$ cat config.mk
export PLATFORM = sky130hd
export DESIGN_NAME = nbpl_ctrl
export DESIGN_NICKNAME = d
export VERILOG_FILES = /design/src/sv/nbpl_pkg.sv /design/src/sv/nbpl_ctrl.sv
export SDC_FILE = /design/constraint.sdc
export NUM_CORES = 1
export LEC_CHECK = 0
export BUFFER_PORTS_ARGS = -buffer_cell sky130_fd_sc_hd__clkbuf_2
export CAP_MARGIN = 20
export CORE_ASPECT_RATIO = 0.6
export CORE_MARGIN = 2
export CORE_UTILIZATION = 35
export CTS_CLUSTER_SIZE = 16
export DETAILED_ROUTE_END_ITERATION = 8
export GPL_TIMING_DRIVEN = 0
export SYNTH_ARGS = -nofsm -noshare
export SYNTH_HDL_FRONTEND = slang
export SYNTH_SLANG_ARGS = --single-unit
$ cat constraint.sdc
create_clock -name clock -period 7.6 [get_ports clock]
set_input_delay 0.38 -clock clock [delete_from_list [all_inputs] [get_ports clock]]
set_output_delay 0.38 -clock clock [all_outputs]
set_load 0.05 [all_outputs]
$ cat src/sv/nbpl_pkg.sv
`timescale 1ns / 1ps

package nbpl_pkg;

   // Default sizes of the stores and of the value datapath.
   localparam int DEF_MAX_BASE     = 256;
   localparam int DEF_MAX_FEATURES = 16;
   localparam int DEF_MAX_OUT_DIMS = 4;
   localparam int DEF_VALUE_WIDTH  = 32;

   // Fixed widths of the external value fields and of the distance accumulator.
   localparam int DATA_WIDTH = 32;
   localparam int DIST_WIDTH = 64;

   // Operation codes carried by an input transfer.
   typedef enum logic [1:0] {
      OP_BASE_FEATURE = 2'd0,
      OP_BASE_PROJ    = 2'd1,
      OP_QUERY        = 2'd2
   } op_type;

   // Controller states.
   typedef enum logic [2:0] {
      S_IDLE,
      S_SCAN,
      S_DRAIN,
      S_READ,
      S_SHOW
   } state_type;

   // Commands from the controller to the datapath.
   typedef struct packed {
      logic feat_wr;
      logic proj_wr;
      logic query_wr;
      logic scan_clear;
      logic issue;
      logic issue_first;
      logic issue_last;
      logic proj_rd;
   } cmd_type;

   // Status from the datapath to the controller.
   typedef struct packed {
      logic pipe_busy;
   } status_type;

endpackage

$ cat src/sv/nbpl_ctrl.sv
`timescale 1ns / 1ps

module nbpl_ctrl #(
   parameter int MAX_BASE     = nbpl_pkg::DEF_MAX_BASE,
   parameter int MAX_FEATURES = nbpl_pkg::DEF_MAX_FEATURES,
   parameter int MAX_OUT_DIMS = nbpl_pkg::DEF_MAX_OUT_DIMS,
   localparam int BW = (MAX_BASE > 1) ? $clog2(MAX_BASE) : 1,
   localparam int FW = (MAX_FEATURES > 1) ? $clog2(MAX_FEATURES) : 1,
   localparam int DW = (MAX_OUT_DIMS > 1) ? $clog2(MAX_OUT_DIMS) : 1
) (
   input  logic                 clock,
   input  logic                 reset,
   input  logic                 req_valid,
   output logic                 req_ready,
   input  logic [1:0]           req_operation,
   input  logic [7:0]           req_entry,
   input  logic [3:0]           req_element,
   input  logic                 req_last,
   input  logic [8:0]           base_count,
   input  logic [4:0]           feature_count,
   input  logic [2:0]           out_dims,
   output nbpl_pkg::cmd_type    cmd,
   input  nbpl_pkg::status_type status,
   output logic [BW-1:0]        scan_base,
   output logic [FW-1:0]        scan_feat,
   output logic [DW-1:0]        emit_dim,
   output logic                 rsp_valid,
   input  logic                 rsp_ready,
   output logic [1:0]           rsp_coord_index,
   output logic                 rsp_last_result
);
   import nbpl_pkg::*;

   state_type     state_ff, state_in;
   logic [BW-1:0] base_ff, base_in;
   logic [FW-1:0] feat_ff, feat_in;
   logic [DW-1:0] dim_ff, dim_in;

   logic [12:0] nb_eff, nb_last;
   logic [6:0]  nf_eff, nf_last;
   logic [3:0]  nd_eff, nd_last;
   logic        base_last_hit, feat_last_hit, dim_last_hit;
   logic        entry_ok, feat_elem_ok, proj_elem_ok;
   logic [31:0] dim_wide;
   op_type      op;

   // Effective register values: zero acts as one, values above the store size clamp to it.
   always_comb begin
      if (base_count == 9'd0) begin
         nb_eff = 13'd1;
      end else if (13'(base_count) > 13'(MAX_BASE)) begin
         nb_eff = 13'(MAX_BASE);
      end else begin
         nb_eff = 13'(base_count);
      end
      if (feature_count == 5'd0) begin
         nf_eff = 7'd1;
      end else if (7'(feature_count) > 7'(MAX_FEATURES)) begin
         nf_eff = 7'(MAX_FEATURES);
      end else begin
         nf_eff = 7'(feature_count);
      end
      if (out_dims == 3'd0) begin
         nd_eff = 4'd1;
      end else if (4'(out_dims) > 4'(MAX_OUT_DIMS)) begin
         nd_eff = 4'(MAX_OUT_DIMS);
      end else begin
         nd_eff = 4'(out_dims);
      end
   end

   assign nb_last = nb_eff - 13'd1;
   assign nf_last = nf_eff - 7'd1;
   assign nd_last = nd_eff - 4'd1;

   assign base_last_hit = (base_ff == nb_last[BW-1:0]);
   assign feat_last_hit = (feat_ff == nf_last[FW-1:0]);
   assign dim_last_hit  = (dim_ff == nd_last[DW-1:0]);

   // Writes outside the stores are dropped.
   assign entry_ok     = ({24'd0, req_entry} < 32'(MAX_BASE));
   assign feat_elem_ok = ({28'd0, req_element} < 32'(MAX_FEATURES));
   assign proj_elem_ok = ({28'd0, req_element} < 32'(MAX_OUT_DIMS));
   assign op           = op_type'(req_operation);

   // State and counter registers.
   always_ff @(posedge clock) begin
      if (reset) begin
         state_ff <= S_IDLE;
         base_ff  <= '0;
         feat_ff  <= '0;
         dim_ff   <= '0;
      end else begin
         state_ff <= state_in;
         base_ff  <= base_in;
         feat_ff  <= feat_in;
         dim_ff   <= dim_in;
      end
   end

   // Next state and commands.
   always_comb begin
      state_in  = state_ff;
      base_in   = base_ff;
      feat_in   = feat_ff;
      dim_in    = dim_ff;
      cmd       = '0;
      req_ready = 1'b0;
      rsp_valid = 1'b0;
      unique case (state_ff)
         S_IDLE: begin
            req_ready = 1'b1;
            if (req_valid) begin
               unique case (op)
                  OP_BASE_FEATURE: begin
                     cmd.feat_wr = entry_ok && feat_elem_ok;
                  end
                  OP_BASE_PROJ: begin
                     cmd.proj_wr = entry_ok && proj_elem_ok;
                  end
                  OP_QUERY: begin
                     cmd.query_wr = feat_elem_ok;
                     if (req_last) begin
                        cmd.scan_clear = 1'b1;
                        base_in        = '0;
                        feat_in        = '0;
                        state_in       = S_SCAN;
                     end
                  end
                  default: begin
                  end
               endcase
            end
         end
         S_SCAN: begin
            // One feature of one base point enters the distance pipeline per cycle.
            cmd.issue       = 1'b1;
            cmd.issue_first = (feat_ff == '0);
            cmd.issue_last  = feat_last_hit;
            if (feat_last_hit) begin
               feat_in = '0;
               if (base_last_hit) begin
                  state_in = S_DRAIN;
               end else begin
                  base_in = base_ff + 1'b1;
               end
            end else begin
               feat_in = feat_ff + 1'b1;
            end
         end
         S_DRAIN: begin
            if (!status.pipe_busy) begin
               dim_in   = '0;
               state_in = S_READ;
            end
         end
         S_READ: begin
            cmd.proj_rd = 1'b1;
            state_in    = S_SHOW;
         end
         S_SHOW: begin
            rsp_valid = 1'b1;
            if (rsp_ready) begin
               if (dim_last_hit) begin
                  state_in = S_IDLE;
               end else begin
                  dim_in   = dim_ff + 1'b1;
                  state_in = S_READ;
               end
            end
         end
         default: begin
            state_in = S_IDLE;
         end
      endcase
   end

   assign scan_base       = base_ff;
   assign scan_feat       = feat_ff;
   assign emit_dim        = dim_ff;
   assign dim_wide        = 32'(dim_ff);
   assign rsp_coord_index = dim_wide[1:0];
   assign rsp_last_result = dim_last_hit;

   // A result that is not taken keeps its coordinate number.
   a_show_holds: assert property (@(posedge clock) disable iff (reset)
      (state_ff == S_SHOW && !rsp_ready) |=> (state_ff == S_SHOW && $stable(dim_ff)))
      else $error("result dropped while stalled");

   // The coordinate counter never passes the last coordinate of the answer.
   a_dim_range: assert property (@(posedge clock) disable iff (reset)
      (state_ff == S_SHOW) |-> (32'(dim_ff) <= 32'(nd_last)))
      else $error("coordinate counter out of range");

endmodule

==> metrics.txt, run 1 <==
status finished clean; GR peak layer met1; final cell count without fillers 318; Slew @ Worst Pin 0.661 ns; LEAKAGE 0.823 nW; die area 0.00498 mm²; commonest non-fill, non-tap cell in the layout clkbuf_2; worst vdd ir 54.3 µV; Setup TNS Final 0 ns; largest net degree at the start of global routing 12; detailed placement HPWL 3280 µm; Die Y 55.4 µm; routed len/inst 12.8 µm; global routing met1 resource utilization 0.267; clock buffer count from CTS 3; top_reg_cell synth dfxtp_1; WL final 4060 µm; crit path cell chain clkbuf_2 > clkbuf_1 > inv_1 > a2bb2oi_1 > ha_1 > nand3b_1 > o32ai_1 > o21ba_2 > o2111ai_1 > nor3_1 > a21boi_1 > o31a_1; met2 Resource Use GR 0.226; first-pass GRT wire length 6980 µm; vias per cell 5.25; Crit-path slowest cell nor3_1; endpoints failing hold 0; Post-synth EDFFs 0; GR Util met3 0.0450; post-synth cell types 59; first-pass detailed-route iteration total 4; Final Skew 0.0127 ns; CTS tree built; Gates resized, CTS repair 0; Detail Route Antenna Nets 0; fmax 300 MHz; Iter 0 DRT Violations 84; WS Path Type input port to register; PD cells 110 mW/mm²; crit-path max cell delay 0.56 ns; synth-to-layout area growth 24.9%; Avg Inst Size Synth 7.64 µm²; Slew Limit Fails 0; share of layout cells above drive strength 1 0.267; ys async rst share 0; Placed Cells 314; Ports 64; Synth Net Count 244; CTS max path bufs 2; CTS hold repair buffers 0; final worst-path cycle share 0.438; Initial Util 0.371; Max-Slew Margin vs Limit 0.555; Worst Path Required 7.75 ns; die span in x 89.7 µm; n_diodes 0; core area 0.00417 mm²; Synth Cell Area 0.00154 mm²; CP Launch Type input port; most frequent cells in the layout clkbuf_2, nor2_1, a21oi_1, dfxtp_1, inv_1; DRC viols 0; CP max FO 10; Yosys Warn Count 0; clk_lat worst skew 0.26 ns; Setup Buffers After CTS 0; CTS H-Tree Depth 1; Total Routing Usage GR 0.169; sequential fraction of the synthesis area 0.220; RSZ-0062 raised after global routing no; Final min period 3.33 ns; worst min-delay path category input port to register; # setup viols final 0; # port buffers 52; max-cap violations 0; Congestion Overflow GR 0; clk sinks 17; Synth Instances 202; root buffer cell clkbuf_8; via count 1670; crit end category register; register bit total from synthesis 17; vias in the first global route 1492; # rows 18; initial antenna violation count 0; CP Data Arrival Time 3.48 ns; Worst-path clk slew 0.08 ns; gpl congestion 0.804; fin nets 301
flip-flops by register name (all words and copies together), names as in the netlist:
register   count
state_ff       3
scan_feat      4
scan_base      8
emit_dim       2
final cells by class:
| type | count | area, µm² |
|---|---|---|
| Inverter | 9 | 33.8 |
| Buffer | 11 | 56.3 |
| Timing Repair Buffer | 52 | 260 |
| Clock buffer | 3 | 41.3 |
| Sequential cell | 17 | 340 |
| Clock inverter | 1 | 7.51 |
| Multi-Input combinational cell | 165 | 1110 |
| Tap cell | 60 | 75.1 |
| Fill cell | 444 | 2240 |
kinds of logic (layout without fill, tap and decap cells):
kind of cell | count (synthesis) | in the layout | share of synthesized area
xor+xnor | 11 | 11 | 0.0673
buf+inv | 20 | 76 | 0.0583
simple gates | 88 | 88 | 0.337
fa+ha+maj | 5 | 5 | 0.0405
flops | 17 | 17 | 0.220
compound gates | 58 | 58 | 0.257
mux | 3 | 3 | 0.0194
cell usage after synthesis, types with 4 or more instances:
| cell | instances | area, µm² |
|---|---|---|
| nand2b_1 | 6 | 37.5 |
| ha_1 | 5 | 62.6 |
| inv_1 | 9 | 33.8 |
| dfxtp_1 | 17 | 340 |
| a21oi_1 | 17 | 85.1 |
| nor2b_1 | 6 | 37.5 |
| clkbuf_1 | 7 | 26.3 |
| nand2_1 | 8 | 30.0 |
| nor2_1 | 25 | 93.8 |
| nor3_1 | 6 | 30.0 |
| xnor2_1 | 4 | 35.0 |
| o21ai_0 | 4 | 20.0 |
| or3_1 | 6 | 37.5 |
| nand4_1 | 4 | 25.0 |
| o2111ai_1 | 4 | 35.0 |
| xor2_1 | 6 | 52.6 |
| o21ai_1 | 6 | 30.0 |
where the power goes:
part	switching, mW	leakage (nW)	internal (mW)
Clock	0.0332	0.0217	0.0369
Sequential	0.00123	0.137	0.0897
Combinational	0.0315	0.664	0.0200
Total	0.0659	0.823	0.147
worst paths after layout:
| kind | from | to | slack, ns | cells after the start |
|---|---|---|---|---|
| worst min-delay path | rsp_ready | state_ff[2] | 0.44 | 4 |
| worst max-delay path | base_count[8] | state_ff[0] | 4.27 | 12 |
| worst min register to register | scan_base[7] | scan_base[7] | 0.54 | 2 |
| worst max register to register | scan_base[2] | state_ff[0] | 5.08 | 8 |
stage by stage:
| step | cell area [µm²] | power [mW] | hold slack, ns | setup slack, ns | util |
|---|---|---|---|---|---|
| global route | 1930 | 0.227 | 0.460 | 3.92 | 0.463 |
| floorplan | 1540 | 0.127 | 0.558 | 4.57 | - |
| detailed placement | 1880 | 0.144 | 0.531 | 4.08 | 0.451 |
| global placement | 1880 | 0.144 | 0.519 | 4.02 | 0.451 |
| CTS | 1930 | 0.215 | 0.435 | 4.34 | 0.463 |
| finish | 1930 | 0.213 | 0.437 | 4.27 | 0.463 |
critical path: cells and delay by family:
family          cells  cell delay, ns
fa+ha+maj           1            0.35
simple gates        2            0.69
buf+inv             3            0.54
compound gates      6            1.52
per-layer routing:
layer	vias up	routed length, µm
met3	2	284
met4	0	14
met1	751	2190
met5	-	0
li1	863	-
met2	54	1580
Note: power is estimated with default switching activity, not from simulation.
==> run 2: changes to the inputs <==
==> constraint.sdc (replaced) <==
create_clock -name clock -period 3.4 [get_ports clock]
set_input_delay 0.17 -clock clock [delete_from_list [all_inputs] [get_ports clock]]
set_output_delay 0.17 -clock clock [all_outputs]
set_load 0.05 [all_outputs]
==> run 2 against run 1 <==
  * Hold slack worse by 0.21 ns
  * Final cell count unchanged
  * Die area unchanged
  * Combinational power up 120%
  * Setup slack worse by 3.8 ns
  * Largest cell class unchanged
  * Highest routed layer unchanged
==> metrics.txt, run 2 (synthesis results as in run 1) <==
status finished clean; clk sinks 17 (unchanged); FILL cells 444 (unchanged); CP max FO 10 (unchanged); final worst-path cycle share 0.862; Crit-path slowest cell nor3_2; Slew @ Worst Pin 0.661 ns (-0.000242 ns); LEAKAGE 0.823 nW (about the same); Placed Cells 314 (unchanged); DRC viols 0 (unchanged); fmax 341 MHz; # port buffers 52 (unchanged); Gates resized, CTS repair 0 (unchanged); Worst-path clk slew 0.08 ns (about the same); GR peak layer met1; area of the multi-input gates 0.00112 mm² (+0.45%); clk_lat worst skew 0.26 ns (about the same); crit end category register; Congestion Overflow GR 0 (unchanged); # setup viols final 0 (unchanged); max-cap violations 0 (unchanged); Ports 64 (unchanged); GR Util met3 0.0450 (unchanged); root buffer cell clkbuf_8; worst min-delay path category input port to register; WS Path Type input port to register; Slew Limit Fails 0 (unchanged); # rows 18 (unchanged); final cell count without fillers 318 (unchanged); PD cells 246 mW/mm² (+120%); first-pass detailed-route iteration total 4 (unchanged); synth-to-layout area growth 25.2%; Die Y 55.4 µm (unchanged); Hold Slack 0.227 ns (-0.210 ns); CP Data Arrival Time 3.08 ns (-0.40 ns); most frequent cells in the layout clkbuf_2, nor2_1, a21oi_1, dfxtp_1, inv_1; core area 0.00417 mm² (unchanged); Final Skew 0.0129 ns (+0.000174 ns); CP Launch Type input port; post-route total power 0.475 mW (+120%); endpoints failing hold 0 (unchanged); routed len/inst 12.7 µm (-0.54%); first-pass GRT wire length 6980 µm (unchanged); n_diodes 0 (unchanged); final core occ 0.464 (+0.00120); CTS tree built; met2 Resource Use GR 0.226 (unchanged); initial antenna violation count 0 (unchanged); Setup TNS Final 0 ns (unchanged); gpl congestion 0.804 (unchanged); FF/Latch Area 340 µm² (unchanged); Setup Buffers After CTS 0 (unchanged); number of flip-flops in the largest register 8 (unchanged); pre-CTS setup slack 0.0874 ns (-3.99 ns); clock buffer count from CTS 3 (unchanged); worst setup margin 0.471 ns (-3.80 ns); crit-path max cell delay 0.39 ns (-0.17 ns); via count 1662 (-0.48%); largest net degree at the start of global routing 12 (unchanged); Max-Slew Margin vs Limit 0.556 (about the same); detailed placement HPWL 3280 µm (unchanged); commonest non-fill, non-tap cell in the layout clkbuf_2; Final min period 2.93 ns; design area 0.00193 mm² (+0.26%); vias in the first global route 1492 (unchanged); worst vdd ir 121 µV (+120%); CTS max path bufs 2 (unchanged); Worst Path Required 3.55 ns (-4.20 ns); area post-placement 0.00188 mm² (unchanged); crit path cell chain clkbuf_2 > clkbuf_1 > inv_1 > a2bb2oi_1 > ha_1 > nand3b_1 > o32ai_1 > o21ba_2 > o2111ai_1 > nor3_2 > a21boi_1 > o31a_1; die area 0.00498 mm² (unchanged); WL final 4040 µm (-0.54%); die span in x 89.7 µm (unchanged); vias per cell 5.23 (-0.48%); RSZ-0062 raised after global routing no; Initial Util 0.371 (unchanged); Total Routing Usage GR 0.169 (unchanged); Iter 0 DRT Violations 82 (-2.4%); fin nets 301 (unchanged); Detail Route Antenna Nets 0 (unchanged); CTS hold repair buffers 0 (unchanged); share of layout cells above drive strength 1 0.271 (+0.00388); CTS H-Tree Depth 1 (unchanged); global routing met1 resource utilization 0.267 (unchanged)
[run 2: cell count changes in the layout (fill, tap and decap cells not counted)]
cell	delta
nor3_1	-1
nor3_2	+1
[run 2: where the power goes]
group	leakage (nW)	internal [mW]	switching, mW
clock network	0.0217	0.0826	0.0741
logic	0.665	0.0446	0.0706
registers	0.137	0.201	0.00274
total	0.823	0.328	0.147
[run 2: routing by layer]
metal / vias to the layer above / wire, µm / share of wire
met5: - / 0 / 0
met4: 0 / 14 / 0.0035
met3: 2 / 307 / 0.076
met2: 54 / 1560 / 0.39
met1: 742 / 2160 / 0.53
li1: 864 / - / -
[run 2: cell type report]
cell class	count	area share
repair buffers	52	0.135
plain buffers	11	0.0291
flip-flops and latches	17	0.176
multi-input cells	165	0.579
inverters	9	0.0175
well taps	60	0.0388
clock buffers	3	0.0214
clock inverters	1	0.00388
[run 2: critical path, delay by kind of cell]
| kind | cells | cell delay [ns] |
|---|---|---|
| compound gates | 6 | 1.48 |
| buf+inv | 3 | 0.56 |
| simple gates | 2 | 0.51 |
| fa+ha+maj | 1 | 0.35 |
[run 2: path summary, 6_finish.rpt]
| check | startpoint | to | slack [ns] | cells past startpoint |
|---|---|---|---|---|
| setup / recovery | base_count[8] | state_ff[0] | 0.47 | 12 |
| hold / removal | rsp_ready | state_ff[2] | 0.23 | 4 |
| setup reg to reg | scan_feat[0] | scan_base[7] | 0.94 | 8 |
| hold reg to reg | scan_base[7] | scan_base[7] | 0.54 | 2 |
==> run 3: changes to the inputs <==
--- a/config.mk
+++ b/config.mk
@@ -13,6 +13,7 @@
 export CTS_CLUSTER_SIZE = 16
 export DETAILED_ROUTE_END_ITERATION = 8
 export GPL_TIMING_DRIVEN = 0
+export RECOVER_POWER = 100
 export SYNTH_ARGS = -nofsm -noshare
 export SYNTH_HDL_FRONTEND = slang
 export SYNTH_SLANG_ARGS = --single-unit
==> constraint.sdc (replaced) <==
create_clock -name clock -period 2.5 [get_ports clock]
set_input_delay 0.125 -clock clock [delete_from_list [all_inputs] [get_ports clock]]
set_output_delay 0.125 -clock clock [all_outputs]
set_load 0.05 [all_outputs]
==> run 3 against run 2 <==
  * Highest routed layer is now met3
  * Die area stayed put
  * Sequential share of layout area shrank 1.5 points
  * Critical path depth is 1 lower
  * Largest power group unchanged
  * Final cell count grew 2.8%
==> metrics.txt, run 3 (synthesis results as in run 1) <==
# port buffers 52 (unchanged); vias per cell 5.30 (+1.4%); Detail Route Antenna Nets 0 (unchanged); CTS H-Tree Depth 1 (unchanged); fin nets 310 (+3.0%); area of the multi-input gates 0.00123 mm² (+10%); worst min-delay path category input port to register; vias in the first global route 1476 (-1.1%); Net Switching 0.213 mW (+45%); CP startpoint base_count[5]; hold_sp rsp_ready; root buffer cell clkbuf_8; Worst-path clk slew 0.07 ns (about the same); status finished clean; LEAKAGE 0.868 nW (+5.4%); CP Launch Type input port; # setup viols final 0 (unchanged); WS Path Type input port to register; CTS hold repair buffers 0 (unchanged); Comb power frac 0.275 (+0.033); Initial Util 0.371 (unchanged); PD cells 317 mW/mm² (+29%); first-pass detailed-route iteration total 4 (unchanged); area post-placement 0.00189 mm² (+0.60%); DRC viols 0 (unchanged); Congestion Overflow GR 0 (unchanged); crit-path max cell delay 0.57 ns (+0.18 ns); first-pass GRT wire length 6960 µm (-0.29%); Hold Path Stages 4 (unchanged); Sw Ratio 0.316 (+0.00573); number of flip-flops in the largest register 8 (unchanged); RSZ-0062 raised after global routing yes; routed len/inst 13.3 µm (+4.9%); via count 1733 (+4.3%); post-route total power 0.674 mW (+42%); initial antenna violation count 0 (unchanged); FILL cells 421 (-5.2%); Ports 64 (unchanged); design area 0.00213 mm² (+10%); depth of the most critical reg-to-reg path 7 (-1); synth-to-layout area growth 37.9%; Max-Slew Margin vs Limit 0.556 (about the same); Iter 0 DRT Violations 104 (+27%); Final Skew 0.00519 ns (-0.00772 ns); gpl congestion 0.799 (-0.56%); Max Used Layer met3; endpoints failing hold 0 (unchanged); CP Data Arrival Time 2.59 ns (-0.49 ns); met2 wire len 1720 µm (+11%); die area 0.00498 mm² (unchanged); Slew @ Worst Pin 0.661 ns (+0.0000202 ns); crit end category register; CP max FO 6 (-4); fmax 409 MHz; Total Routing Usage GR 0.166 (-0.00249); commonest non-fill, non-tap cell in the layout clkbuf_2; worst setup margin 0.0560 ns (-0.415 ns); Die Y 55.4 µm (unchanged); final worst-path cycle share 0.978; Setup TNS Final 0 ns (unchanged); Crit-path slowest cell or4_4; share of layout cells above drive strength 1 0.318 (+0.0470); # rows 18 (unchanged); worst r2r src state_ff[1]; most frequent cells in the layout clkbuf_2, nor2_1, clkbuf_1, a21oi_1, dfxtp_1; Clock power frac 0.315 (-0.015); met3 routed wirelength 269 µm (-12%); WL final 4360 µm (+7.8%); detailed placement HPWL 3300 µm (+0.79%); clk_lat worst skew 0.26 ns (about the same); die span in x 89.7 µm (unchanged); clock buffer count from CTS 3 (unchanged); CTS tree built; sequential power share 0.410 (-0.018); worst vdd ir 288 µV (+140%); FF/Latch Area 343 µm² (+0.74%); largest net degree at the start of global routing 11 (-1); pre-CTS setup slack -0.670 ns (-0.757 ns); Slew Limit Fails 0 (unchanged); Final min period 2.44 ns; n_diodes 0 (unchanged); CTS max path bufs 2 (unchanged); internal power 0.461 mW (+41%); core area 0.00417 mm² (unchanged); clk sinks 17 (unchanged); max-cap violations 0 (unchanged); wire length on met1 2370 µm (+9.4%); Worst Path Required 2.64 ns (-0.91 ns); crit path cell chain buf_6 > or4_4 > a2bb2oi_4 > ha_4 > xor2_4 > a211oi_2 > o2111ai_4 > nor4_4 > buf_4 > or3_1 > a21oi_1
## run 3: cell type report
cell class / count / share of cell area
inverters: 9 / 0.0159
clock buffers: 3 / 0.0194
plain buffers: 11 / 0.0282
multi-input cells: 165 / 0.579
repair buffers: 61 / 0.159
well taps: 60 / 0.0353
flip-flops and latches: 17 / 0.161
clock inverters: 1 / 0.00235
## run 3: worst paths after layout
| check | slack [ns] | endpoint |
|---|---|---|
| setup / recovery | 0.06 | scan_base[6] |
| hold reg to reg | 0.53 | scan_base[7] |
| hold / removal | 0.20 | state_ff[2] |
| setup reg to reg | 0.25 | scan_base[7] |
## run 3: metrics by stage
stage               utilization  std cells  hold slack [ns]
global placement          0.454        314            0.464
CTS                       0.475        321            0.203
global route              0.511        327            0.258
finish                    0.511        327            0.201
floorplan                     -        202            0.303
detailed placement        0.454        314            0.466
## run 3: per-layer routing
| metal | GRT usage | up-vias |
|---|---|---|
| met5 | 0 | - |
| li1 | - | 887 |
| met3 | 0.0437 | 0 |
| met1 | 0.268 | 790 |
| met2 | 0.223 | 56 |
| met4 | 0.0132 | 0 |
## run 3: critical path: cells and delay by family
kind                       cells  cell delay, ns
buffers and inverters          2            0.31
AOI/OAI and AO/OA              4            0.72
adders and majority gates      1            0.20
xor gates and xnor gates       1            0.16
and+or+nand+nor                3            1.06
## run 3: what timing repair did
action | CTS | global route
hold endpoints to repair | 0 | 0
cloned | 0 | 1
setup buffers | 3 | 5
setup endpoints to repair | 10 | 10
pin swaps | 3 | 9
resized for setup | 5 | 27
## run 3: power by group through the flow
stage | Combinational [mW] | Clock [mW] | Sequential (mW)
after floorplan | 0.0981 | 0 | 0.288
after global placement | 0.155 | 0 | 0.283
after detailed placement | 0.157 | 0 | 0.283
after CTS | 0.161 | 0.214 | 0.277
after global routing | 0.201 | 0.230 | 0.277
final | 0.185 | 0.212 | 0.277
